==> config.mk <==
export PLATFORM = sky130hd
export DESIGN_NAME = tvbd_acs_unit
export DESIGN_NICKNAME = d
export VERILOG_FILES = /design/src/rtl/tvbd_pkg.sv /design/src/rtl/tvbd_acs_unit.sv
export SDC_FILE = /design/constraint.sdc
export NUM_CORES = 1
export LEC_CHECK = 0
export BUFFER_PORTS_ARGS = -buffer_cell sky130_fd_sc_hd__buf_4
export CAP_MARGIN = 10
export CORE_MARGIN = 4
export CORE_UTILIZATION = 63
export CTS_BUF_LIST = sky130_fd_sc_hd__clkbuf_2 sky130_fd_sc_hd__clkbuf_4 sky130_fd_sc_hd__clkbuf_8
export DETAILED_ROUTE_END_ITERATION = 10
export PLACE_DENSITY = 0.89
export SETUP_SLACK_MARGIN = 0.4
export SYNTH_ARGS = -nofsm -noshare
export SYNTH_HDL_FRONTEND = slang
export SYNTH_SLANG_ARGS = --single-unit
export TNS_END_PERCENT = 5
==> constraint.sdc <==
create_clock -name clk -period 13.4 [get_ports clk]
set_input_delay 0.67 -clock clk [delete_from_list [all_inputs] [get_ports clk]]
set_output_delay 0.67 -clock clk [all_outputs]
set_load 0.005 [all_outputs]
==> src/rtl/tvbd_pkg.sv <==
`timescale 1ns / 1ps
// Shared types, constants and helpers for the trellis Viterbi block decoder.
// No dependencies.
package tvbd_pkg;

  localparam int MAX_STATES      = 64;
  localparam int MAX_PREDS       = 4;
  localparam int MAX_BLOCK       = 64;
  localparam int MAX_OUT_SYMBOLS = 16;
  localparam int METRIC_BITS     = 16;
  localparam int PM_BITS         = 24;

  localparam int STATE_W = 6;
  localparam int SLOT_W  = 2;
  localparam int ENTRY_W = STATE_W + SLOT_W;

  typedef logic [PM_BITS-1:0]     pm_t;
  typedef logic [METRIC_BITS-1:0] metric_t;

  localparam pm_t PM_INF = '1;

  localparam logic OP_LOAD   = 1'b0;
  localparam logic OP_METRIC = 1'b1;

  localparam logic [2:0] REG_NUM_STATES  = 3'd0;
  localparam logic [2:0] REG_NUM_OUT_SYM = 3'd1;
  localparam logic [2:0] REG_BLOCK_LEN   = 3'd2;
  localparam logic [2:0] REG_START_STATE = 3'd3;
  localparam logic [2:0] REG_END_STATE   = 3'd4;

  typedef enum logic [2:0] {
    ST_IDLE,
    ST_ACS,
    ST_FIND,
    ST_WALK,
    ST_EMIT
  } fsm_t;

  typedef struct packed {
    logic [STATE_W-1:0] prev;
    logic [7:0]         insym;
    logic [3:0]         outsym;
  } pred_entry_t;

  typedef struct packed {
    logic              vld;
    logic              usable;
    logic              first;
    logic              last_slot;
    logic [SLOT_W-1:0] slot;
    pm_t               pm;
    metric_t           metric;
  } acs_in_t;

  typedef struct packed {
    logic              wr;
    pm_t               best;
    logic [SLOT_W-1:0] slot;
    pm_t               norm;
  } acs_out_t;

  function automatic logic [6:0] clamp_ns(input logic [6:0] v);
    if (v == 7'd0) return 7'd1;
    if (v > 7'(MAX_STATES)) return 7'(MAX_STATES);
    return v;
  endfunction

  function automatic logic [4:0] clamp_no(input logic [4:0] v);
    if (v == 5'd0) return 5'd1;
    if (v > 5'(MAX_OUT_SYMBOLS)) return 5'(MAX_OUT_SYMBOLS);
    return v;
  endfunction

  function automatic logic [6:0] clamp_len(input logic [6:0] v);
    if (v == 7'd0) return 7'd1;
    if (v > 7'(MAX_BLOCK)) return 7'(MAX_BLOCK);
    return v;
  endfunction

endpackage

==> src/rtl/tvbd_acs_unit.sv <==
`timescale 1ns / 1ps
// Add-compare-select accumulator: saturating add, first strict minimum per state,
// running step minimum. Depends on tvbd_pkg.
module tvbd_acs_unit (
  input  logic               clk,
  input  logic               rst_n,
  input  logic               norm_clr,
  input  tvbd_pkg::acs_in_t  acs_i,
  output tvbd_pkg::acs_out_t acs_o
);

  tvbd_pkg::pm_t                   best_r;
  logic [tvbd_pkg::SLOT_W-1:0]     slot_r;
  tvbd_pkg::pm_t                   norm_r;
  logic [tvbd_pkg::PM_BITS:0]      wide_sum;
  tvbd_pkg::pm_t                   sum;
  tvbd_pkg::pm_t                   base_best;
  logic [tvbd_pkg::SLOT_W-1:0]     base_slot;
  tvbd_pkg::pm_t                   new_best;
  logic [tvbd_pkg::SLOT_W-1:0]     new_slot;
  logic                            win;

  always_comb begin
    wide_sum = {1'b0, acs_i.pm} + (tvbd_pkg::PM_BITS + 1)'(acs_i.metric);
    if (acs_i.pm == tvbd_pkg::PM_INF || wide_sum > {1'b0, tvbd_pkg::PM_INF}) begin
      sum = tvbd_pkg::PM_INF;
    end else begin
      sum = wide_sum[tvbd_pkg::PM_BITS-1:0];
    end
    base_best = acs_i.first ? tvbd_pkg::PM_INF : best_r;
    base_slot = acs_i.first ? '0 : slot_r;
    win       = acs_i.usable && (sum < base_best);
    new_best  = win ? sum : base_best;
    new_slot  = win ? acs_i.slot : base_slot;
    acs_o.wr   = acs_i.vld && acs_i.last_slot;
    acs_o.best = new_best;
    acs_o.slot = new_slot;
    acs_o.norm = (acs_o.wr && new_best < norm_r) ? new_best : norm_r;
  end

  always_ff @(posedge clk) begin
    if (!rst_n) begin
      norm_r <= tvbd_pkg::PM_INF;
    end else if (norm_clr) begin
      norm_r <= tvbd_pkg::PM_INF;
    end else begin
      norm_r <= acs_o.norm;
    end
  end

  always_ff @(posedge clk) begin
    if (acs_i.vld) begin
      best_r <= new_best;
      slot_r <= new_slot;
    end
  end

endmodule

Yosys cells after proc, flatten, opt, wreduce, memory -nomap -nowiden:

Cells that the tools add are included.

* word-level logic and storage cells: 20
* latch bits: 0
* bits in registers: 50
* ROM bits: 0
* memory bits (writable): 0
* output and inout bits: 51
* memories: 0

* equal/unequal tests: 1
* shift-type cells: 0
* div/mod/pow operators: 0
* mux-type cells: 6
* reduce and logical (&&, ||, !) cells: 5
* bitwise operators: 1
* add/subtract/negate cells: 1
* $mul: 0
* magnitude comparators: 3

Operators by type and width (number)
* two-way mux 24 bit: 4
* less-than comparator 24 bit: 2
* adder 24 x 16 -> 25 bit: 1
* > comparator 25 x 24 -> 1 bit (second input constant): 1
* equality test 24 bit (second input constant): 1
* two-way mux 2 bit: 2
* logical AND 1 bit: 3
* OR reduction 2 bit: 1
* logical OR 1 bit: 1
* NOT 1 bit: 1

Logic depth before layout (Yosys ltp):

Gate-level depths: netlist of the first run.

* word-level depth: 10
* gate-level depth with buffers: 32
* mapped depth without buffers: 28

Worst setup path before layout of the first run:

OpenSTA, ideal clock, no wires.

* path kind: input to output
* start: in acs_i[0] (netlist bit)
* end: out acs_o[16] (netlist bit)
* buffers on the path: 5
* setup slack: 6.244 ns
* data arrival time: 6.486 ns
* data required time: 12.730 ns
* cell stages on the path: 32
* cells stage by stage: ha_1 -> inv_1 -> fa_1 -> nand2b_1 -> a21oi_1 -> o2111ai_2 -> a21oi_1 -> o311ai_4 -> buf_2 -> nand2_1 -> ha_1 -> a21o_1 -> nand3_1 -> a21oi_1 -> a2111oi_4 -> nand3_1 -> o21a_4 -> buf_6 -> buf_8 -> mux2i_1 -> inv_1 -> ha_1 -> o21a_1 -> o22a_1 -> nand4_1 -> o21ai_0 -> a31oi_1 -> a31oi_1 -> and2_1 -> buf_6 -> buf_6 -> o21ai_1

RTL lines
* start, declared: RTL line tvbd_acs_unit.sv:8 `input tvbd_pkg::acs_in_t acs_i,`
* end, declared: RTL line tvbd_acs_unit.sv:9 `output tvbd_pkg::acs_out_t acs_o`

==> results of run 1 <==
## cells in the mapped netlist, drive strengths merged (2+ instances only)
master | n | share of area [%]
a2111oi | 2 | 0.70
a211oi | 9 | 1.5
a21boi | 3 | 0.43
a21o | 11 | 1.6
a21oi | 30 | 2.9
a221oi | 3 | 0.63
a22o | 4 | 0.68
a311oi | 2 | 0.46
a31oi | 4 | 0.60
and2 | 5 | 0.60
and4 | 2 | 0.34
buf | 13 | 2.3
clkbuf | 12 | 0.89
dfxtp | 24 | 9.3
edfxtp | 26 | 15
ha | 62 | 15
inv | 79 | 5.7
mux2 | 6 | 1.3
mux2i | 13 | 2.5
nand2 | 38 | 2.8
nand2b | 7 | 0.85
nand3 | 38 | 3.8
nand3b | 7 | 1.0
nand4 | 15 | 1.8
nor2 | 37 | 2.7
nor2b | 5 | 0.60
nor3 | 11 | 1.3
nor3b | 4 | 0.58
nor4 | 5 | 0.72
o2111ai | 3 | 0.75
o211ai | 35 | 7.3
o21a | 6 | 1.0
o21ai | 58 | 5.7
o21bai | 2 | 0.29
or2 | 9 | 1.1
or3 | 5 | 0.60
xnor2 | 5 | 0.85
xor2 | 4 | 0.68
## sequential cells by signal, indices dropped and copies added (netlist names)
register	count
best_r	24
slot_r	2
norm_r	24
## worst min-delay path by stage
stage | cells after the start | start | slack, ps | to
final | 2 | norm_r[11] | 540 | norm_r[11]
after global placement | 2 | norm_r[13] | 510 | norm_r[13]
after detailed placement | 2 | norm_r[10] | 520 | norm_r[10]
after CTS | 2 | norm_r[10] | 540 | norm_r[10]
after global routing | 2 | norm_r[16] | 570 | norm_r[16]
after floorplan | 2 | norm_r[1] | 490 | norm_r[1]
## cell type report
cell class | instances | area (um2)
Inverter | 79 | 297
Clock buffer | 6 | 76.3
Fill cell | 581 | 1850
Sequential cell | 50 | 1260
Timing Repair Buffer | 102 | 766
Multi-Input combinational cell | 465 | 3460
Clock inverter | 2 | 8.76
Tap cell | 102 | 128
## power groups by stage
stage	Combinational (mW)	Clock, mW	Sequential, mW
final	0.412	0.0865	0.193
after global routing	0.452	0.0911	0.195
after CTS	0.407	0.0866	0.193
after detailed placement	0.402	0	0.196
after global placement	0.386	0	0.195
after floorplan	0.265	0	0.193
## stage by stage
| step | cells | cell area (um2) | power [mW] | worst slack, ps |
|---|---|---|---|---|
| after global routing | 806 | 6000 | 0.738 | 3570 |
| after global placement | 798 | 5920 | 0.581 | 4650 |
| after CTS | 806 | 6000 | 0.686 | 4290 |
| after floorplan | 619 | 5180 | 0.458 | 6240 |
| after detailed placement | 798 | 5920 | 0.598 | 4350 |
| final | 806 | 6000 | 0.692 | 4180 |
## cell families after synthesis
kind of cell    synth area share (%)
fa+ha+maj                       15.4
mux                             3.82
compound gates                  27.1
flops                           24.4
xor+xnor                        1.52
buf+inv                         8.94
simple gates                    18.9
## critical path: cells and delay by family
| kind | cells | cell delay, ps |
|---|---|---|
| simple gates | 6 | 2060 |
| buf+inv | 5 | 820 |
| compound gates | 14 | 3370 |
| fa+ha+maj | 4 | 1140 |
| mux | 1 | 470 |
## cell usage in the layout, fill, tap and decap left out, types with 4 or more instances in the layout
cell / instances
xnor2_1: 5
and2_1: 4
nor2b_1: 4
a21o_1: 11
mux2_2: 6
dfxtp_1: 24
buf_4: 102
nor4_1: 4
o211ai_2: 23
o211ai_1: 12
nand3b_1: 7
edfxtp_1: 26
o21a_1: 5
or3_1: 5
nand3_1: 37
o21ai_1: 31
clkbuf_8: 5
nor3b_1: 4
inv_1: 79
nand2b_1: 7
nand2_1: 38
a211oi_1: 7
nand4_1: 15
xor2_1: 4
nor3_1: 9
a21oi_1: 30
mux2i_1: 13
o21ai_0: 26
nor2_1: 36
or2_2: 9
a22o_1: 4
ha_1: 62
## layer usage
metal	global-route usage (%)	vias up
met2	46.7	256
met5	0	-
met4	9.56	0
li1	-	2444
met1	37.2	2335
met3	4.60	36
==> impl_metrics.ini, run 1 <==
[placed_design]
place_congestion = 0.929
portBuffers = 99
hpwlAfterDp_um = 11000

[setup_path]
crit_fanout = 46
rr_startpoint = best_r[18]
arrival_ps = 8550
crit_start = acs_i[0]
critPathLaunchType = primary input
critPathMaxStageDelay_ps = 890
cp-endpoint = acs_o[23]
end_kind = primary output
worst-r2r-setup-slack_ps = 7580
path_class = in -> out
required_ps = 12730
rr_worst_depth = 21
reg2reg_to = norm_r[14]
cpMaxStageDelayCell = and2_2

[power_and_ir_drop]
power_density_nw_per_um2 = 115
switching_power_mw = 0.295
pwr-share-seq_pct = 27.9
ir_worst_vdd_v = 0.000138
p_clk_share_pct = 12.5
combPwrFrac_pct = 59.6
p_sw_share_pct = 42.6
p_int_mw = 0.397
leakagePower_nw = 2.91

[timing]
tns_ps = 0
finalClockSkew_ps = 11.7
final-setup-viol-count = 0
rsz0062_at_grt = false
fmax_ghz = 0.108
drv_slew = 0
hold_viol_final = 0
period_needed_ps = 9220
finalCritPeriodShare_pct = 68.8
worstMarginPinSlew_ps = 1040
slew_headroom_pct = 30.4
hold_ws_ps = 543

[flow_run]
cap_violations = 0

[cts]
cts_max_path_buffers = 2
cts_tree = done
insertion_delay_ps = 310
hold_buffers = 0
cts_sinks = 50
cts-resized-gates = 0
postCtsSetupBuffers = 0
cts_buffers = 5
clkTransAtPathRegs_ps = 90
htreeDepth = 2
cts_root_buffer = clkbuf_8

[global_route]
antenna_found_initial = 0
grt-ovfl-total = 0
grt_use_total_pct = 28.1
grt_start_max_net_pins = 47
grt_pass1_vias = 4904
grt_pass1_wl_um = 23000

[synthesis]
ys_types = 72
synth_seq_cells = 50
netlist_instances = 619
synth_nets = 731
synth_warnings = 0
synth-main-ff-cell = edfxtp_1
ys_seq_area_share_pct = 24.4
synth_edf_count = 26
synth_area_um2 = 5180
syn_avg_cell_area_um2 = 8.37
synthArstFlopShare_pct = 0

[route]
detail_route.first_pass.iterations = 5
via_per_inst = 6.29
dr_wl_met2_um = 6580
drtAntennaViolNets = 0
finalWirelength_um = 14000
vias = 5071
met1_length_um = 5950
post-route-drc-count = 0
highest_layer = met4
drt_iter0_markers = 352
dr_wl_met3_um = 1160
wl_per_cell_um = 17.4

[floorplan]
die-height_um = 98.7
rows = 32
start_util_pct = 66.0
dieArea_um2 = 9730
io-pin-count = 100
core_um2 = 7850
die_x_um = 98.7

[cells_and_area]
diodes = 0
final_layout_size_suffix_gt1_share_pct = 23.9
fin_nets = 815
syn2layout_area_growth_pct = 15.9
utilization_pct = 76.5

[outcome]
status = complete, no violations

[worst_hold_path]
hold_path.class = reg -> reg
(Power assumes the default switching activity.)
==> run 2, diff against run 1 <==
--- a/config.mk
+++ b/config.mk
@@ -8,10 +8,10 @@
 export BUFFER_PORTS_ARGS = -buffer_cell sky130_fd_sc_hd__buf_4
 export CAP_MARGIN = 10
 export CORE_MARGIN = 4
-export CORE_UTILIZATION = 63
+export CORE_UTILIZATION = 53
 export CTS_BUF_LIST = sky130_fd_sc_hd__clkbuf_2 sky130_fd_sc_hd__clkbuf_4 sky130_fd_sc_hd__clkbuf_8
 export DETAILED_ROUTE_END_ITERATION = 10
-export PLACE_DENSITY = 0.89
+export PLACE_DENSITY = 0.8
 export SETUP_SLACK_MARGIN = 0.4
 export SYNTH_ARGS = -nofsm -noshare
 export SYNTH_HDL_FRONTEND = slang
==> constraint.sdc (replaced) <==
create_clock -name clk -period 7.94 [get_ports clk]
set_input_delay 0.397 -clock clk [delete_from_list [all_inputs] [get_ports clk]]
set_output_delay 0.397 -clock clk [all_outputs]
set_load 0.005 [all_outputs]
==> impl_metrics.ini, run 2 (same netlist as run 1, synthesis figures left out) <==
[outcome]
status = complete, no violations

[setup_path]
required_ps = 7540
critPathLaunchType = primary input
critPathMaxStageDelay_ps = 530
rr_worst_depth = 22
critPathMostFrequentCell = buf_4
rr_startpoint = best_r[6]
reg2reg_to = norm_r[16]
worst-r2r-setup-slack_ps = 3040
path_class = in -> out
cpMaxStageDelayCell = a2111oi_4
crit_fanout = 25
end_kind = primary output
arrival_ps = 6810

[floorplan]
start_util_pct = 55.3
die-height_um = 107
rows = 35
core_um2 = 9370
die_x_um = 107
dieArea_um2 = 11400
io-pin-count = 100

[cells_and_area]
syn2layout_area_growth_pct = 20.8
fin_nets = 825
mostFrequentLayoutCells = 109 x buf_4, 79 x inv_1, 62 x ha_1
final_layout_size_suffix_gt1_share_pct = 27.5
reg_top3 = best_r x24, norm_r x24, slot_r x2
mostFrequentLayoutCell = buf_4
diodes = 0

[placed_design]
portBuffers = 99
post-place-ws_ps = 295
place_congestion = 0.922
hpwlAfterDp_um = 11200

[timing]
worstMarginPinSlew_ps = 823
final-setup-viol-count = 0
period_needed_ps = 7210
finalCritPeriodShare_pct = 90.8
finalClockSkew_ps = 3.76
slew_headroom_pct = 44.6
setup_ws_ps = 732
tns_ps = 0
fmax_ghz = 0.139
hold_viol_final = 0
rsz0062_at_grt = true
drv_slew = 0

[route]
drt_iter0_markers = 400
post-route-drc-count = 0
detail_route.first_pass.iterations = 5
drtAntennaViolNets = 0
finalWirelength_um = 14100
wl_per_cell_um = 16.8
via_per_inst = 5.95
vias = 5016

[worst_hold_path]
whs_path_depth = 1
min_from = acs_i[45]
min_to = best_r[6]
hold_path.class = in -> reg

[cts]
cts_buffers = 5
insertion_delay_ps = 300
cts_tree = done
cts_max_path_buffers = 2
cts_sinks = 50
cts_root_buffer = clkbuf_8
htreeDepth = 2
clkTransAtPathRegs_ps = 90
hold_buffers = 0

[global_route]
antenna_found_initial = 0
grt_pass1_wl_um = 22500
grt_use_total_pct = 23.6
grt_pass1_vias = 4681
grt_start_max_net_pins = 35
grt-ovfl-total = 0

[power_and_ir_drop]
leakagePower_nw = 2.98
pwr-share-seq_pct = 26.8
switching_power_mw = 0.509
p_clk_share_pct = 12.1
p_int_mw = 0.701
combPwrFrac_pct = 61.1
power_density_nw_per_um2 = 193
ir_worst_vdd_v = 0.000158
p_sw_share_pct = 42.1

[flow_run]
cap_violations = 0
-- run 2: through the flow --
| step | cell area, um2 | cells | utilization, % | power [mW] | hold WS [ps] |
|---|---|---|---|---|---|
| global route | 6260 | 843 | 66.8 | 1.30 | 521 |
| global placement | 5990 | 829 | 63.9 | 0.998 | 509 |
| floorplan | 5180 | 619 | - | 0.773 | 492 |
| detailed placement | 5990 | 829 | 63.9 | 1.02 | 519 |
| finish | 6260 | 843 | 66.8 | 1.21 | 514 |
| CTS | 6090 | 838 | 65.0 | 1.17 | 518 |
-- run 2: worst max-delay path by stage --
stage                   start   endpoint  slack [ps]  depth (start not counted)
finish              acs_i[16]   acs_o[0]         730                         30
floorplan            acs_i[0]  acs_o[16]        1330                         32
CTS                  acs_i[4]  acs_o[20]         450                         29
detailed placement   acs_i[4]  acs_o[20]         300                         29
global placement     acs_i[4]  acs_o[21]         570                         29
global route        acs_i[16]   acs_o[9]         360                         30
-- run 2: repair_timing --
action | 4_1_cts | 5_1_grt
gates resized for setup | 1 | 26
endpoints found under the setup margin | 18 | 27
pin swaps | 0 | 2
setup buffers | 0 | 4
endpoints found under the hold margin | 0 | 0
gates cloned | 1 | 1
-- run 2: layout make-up --
cell class | count | area (um2)
Sequential cell | 50 | 1260
Tap cell | 129 | 161
Timing Repair Buffer | 110 | 838
Inverter | 79 | 297
Clock buffer | 6 | 76.3
Clock inverter | 2 | 8.76
Multi-Input combinational cell | 467 | 3610
Fill cell | 772 | 3110
-- run 2: layer usage --
| layer | track usage (%) | part of all wire (%) |
|---|---|---|
| met5 | 0 | 0 |
| met2 | 39.7 | 47 |
| met1 | 32.2 | 45 |
| met3 | 3.43 | 6.5 |
| met4 | 5.02 | 1.5 |
-- run 2: worst max-delay path: cells and delay by family --
family,cells,cell delay (ps)
buf+inv,7,1020
simple gates,6,1130
fa+ha+maj,4,1130
compound gates,13,3120
-- run 2: power groups by stage --
stage               combinational, mW  sequential (mW)  clock, mW
CTS                             0.698            0.324      0.146
floorplan                       0.447            0.326          0
detailed placement              0.690            0.330          0
global placement                0.669            0.329          0
global route                    0.811            0.328      0.156
finish                          0.739            0.324      0.146
==> run 3, diff against run 2 <==
==> constraint.sdc (replaced) <==
create_clock -name clk -period 7.94 [get_ports clk]
set_input_delay 0.397 -clock clk [delete_from_list [all_inputs] [get_ports clk]]
set_output_delay 0.397 -clock clk [all_outputs]
set_load 0.02 [all_outputs]
==> impl_metrics.ini, run 3 (same netlist as run 1, synthesis figures left out) <==
[outcome]
status = complete, no violations

[flow_run]
cap_violations = 0

[setup_path]
crit_fanout = 35
crit_cells = 31
path_buf_inv = 8
rr_worst_depth = 21
worst-r2r-setup-slack_ps = 3180
critPathMaxStageDelay_ps = 420
crit_start = acs_i[0]
cpMaxStageDelayCell = o41a_1
required_ps = 7540
reg2reg_to = norm_r[0]
path_delay_family = compound AO/OA/AOI/OAI gates
arrival_ps = 6810
end_kind = primary output
path_class = in -> out
cp-endpoint = acs_o[10]
critPathLaunchType = primary input
critPathMostFrequentCell = buf_4
rr_startpoint = best_r[6]

[placed_design]
hpwlAfterDp_um = 10900
postPlaceCellArea_um2 = 5990
place_congestion = 0.913
portBuffers = 99

[global_route]
grt-ovfl-total = 0
grt_pass1_wl_um = 22200
grt_pass1_vias = 4783
grt_start_max_net_pins = 36
grt_use_total_pct = 23.4
antenna_found_initial = 0

[timing]
final-setup-viol-count = 0
worstMarginPinSlew_ps = 892
finalClockSkew_ps = 7.73
slew_headroom_pct = 40.0
rsz0062_at_grt = false
hold_viol_final = 0
finalCritPeriodShare_pct = 90.8
fmax_ghz = 0.139
tns_ps = 0
drv_slew = 0
period_needed_ps = 7210

[floorplan]
rows = 35
core_um2 = 9370
dieArea_um2 = 11400
die_x_um = 107
die-height_um = 107
start_util_pct = 55.3
io-pin-count = 100

[cells_and_area]
reg_top3 = best_r x24, norm_r x24, slot_r x2
final_layout_size_suffix_gt1_share_pct = 27.3
mostFrequentLayoutCells = 108 x buf_4, 79 x inv_1, 62 x ha_1
mostFrequentLayoutCell = buf_4
fin_nets = 826
n_fill_cell = 779
final_area_um2 = 6270
syn2layout_area_growth_pct = 21.0
diodes = 0

[route]
wl_per_cell_um = 16.4
via_per_inst = 5.95
drt_iter0_markers = 293
finalWirelength_um = 13800
detail_route.first_pass.iterations = 5
drtAntennaViolNets = 0
post-route-drc-count = 0
vias = 5022

[cts]
cts_sinks = 50
clkTransAtPathRegs_ps = 80
hold_buffers = 0
cts_root_buffer = clkbuf_8
htreeDepth = 2
insertion_delay_ps = 300
cts_buffers = 5
cts_tree = done
cts_max_path_buffers = 2

[worst_hold_path]
hold_path.class = in -> reg
min_from = acs_i[45]

[power_and_ir_drop]
power.total_mw = 1.29
power_density_nw_per_um2 = 207
ir_worst_vdd_v = 0.000215
leakagePower_nw = 2.98
-- run 3: worst min path at each step --
stage | to | slack, ps | cells after the start
finish | best_r[3] | 520 | 1
global route | best_r[2] | 520 | 1
CTS | best_r[3] | 520 | 1
detailed placement | norm_r[13] | 520 | 2
global placement | norm_r[1] | 510 | 2
floorplan | norm_r[1] | 490 | 2
-- run 3: power by group --
part | leakage [nW] | internal (mW) | switching [mW] | total, mW
sequential | 0.435 | 0.312 | 0.0124 | 0.324
clock | 0.0407 | 0.0590 | 0.0789 | 0.138
combinational | 2.51 | 0.328 | 0.504 | 0.832
total | 2.98 | 0.699 | 0.595 | 1.29
-- run 3: cell type report --
type                            instances  area, um2  area share, %
Multi-Input combinational cell        467       3610           57.7
Sequential cell                        50       1260           20.1
Timing Repair Buffer                  111        853           13.6
Inverter                               79        297           4.73
Tap cell                              129        161           2.58
Clock buffer                            5       68.8           1.10
Clock inverter                          3       11.3          0.180
-- run 3: metal layers --
layer	GRT usage, %	vias to the layer above	wire, um	share of wire [%]
met5	0	-	0	0
met4	8.40	0	299	2.2
met3	3.31	29	915	6.6
met2	37.9	206	6480	47
met1	31.7	2312	6120	44
li1	-	2475	-	-
-- run 3: worst register-to-register path, stage by stage, from the launching register on --
cell	delay [ps]
edfxtp_1	360
or2_2	320
inv_1	90
ha_1	260
a21oi_1	150
a21boi_1	90
o31a_1	310
a31oi_4	260
nand3_4	210
o21a_4	300
a22o_1	290
inv_1	130
ha_1	260
a21o_1	160
a21o_1	170
a211oi_1	270
o211ai_1	170
inv_1	130
o2111ai_2	150
buf_6	220
a21o_1	180
a21bo_2	200
-- run 3: stage by stage --
stage / worst slack (ps) / utilization, % / hold slack (ps) / std cells
2_1_floorplan: 1020 / - / 492 / 619
3_3_place_gp: 604 / 63.9 / 510 / 829
3_5_place_dp: 442 / 63.9 / 517 / 829
4_1_cts: 424 / 64.8 / 515 / 837
5_1_grt: 376 / 66.9 / 521 / 844
6_report: 729 / 66.9 / 524 / 844
-- run 3: repair_timing --
action | in CTS | in global routing
resized for setup | 0 | 28
buffers inserted | 0 | 5
endpoints found under the hold margin | 0 | 0
setup endpoints to repair | 0 | 24
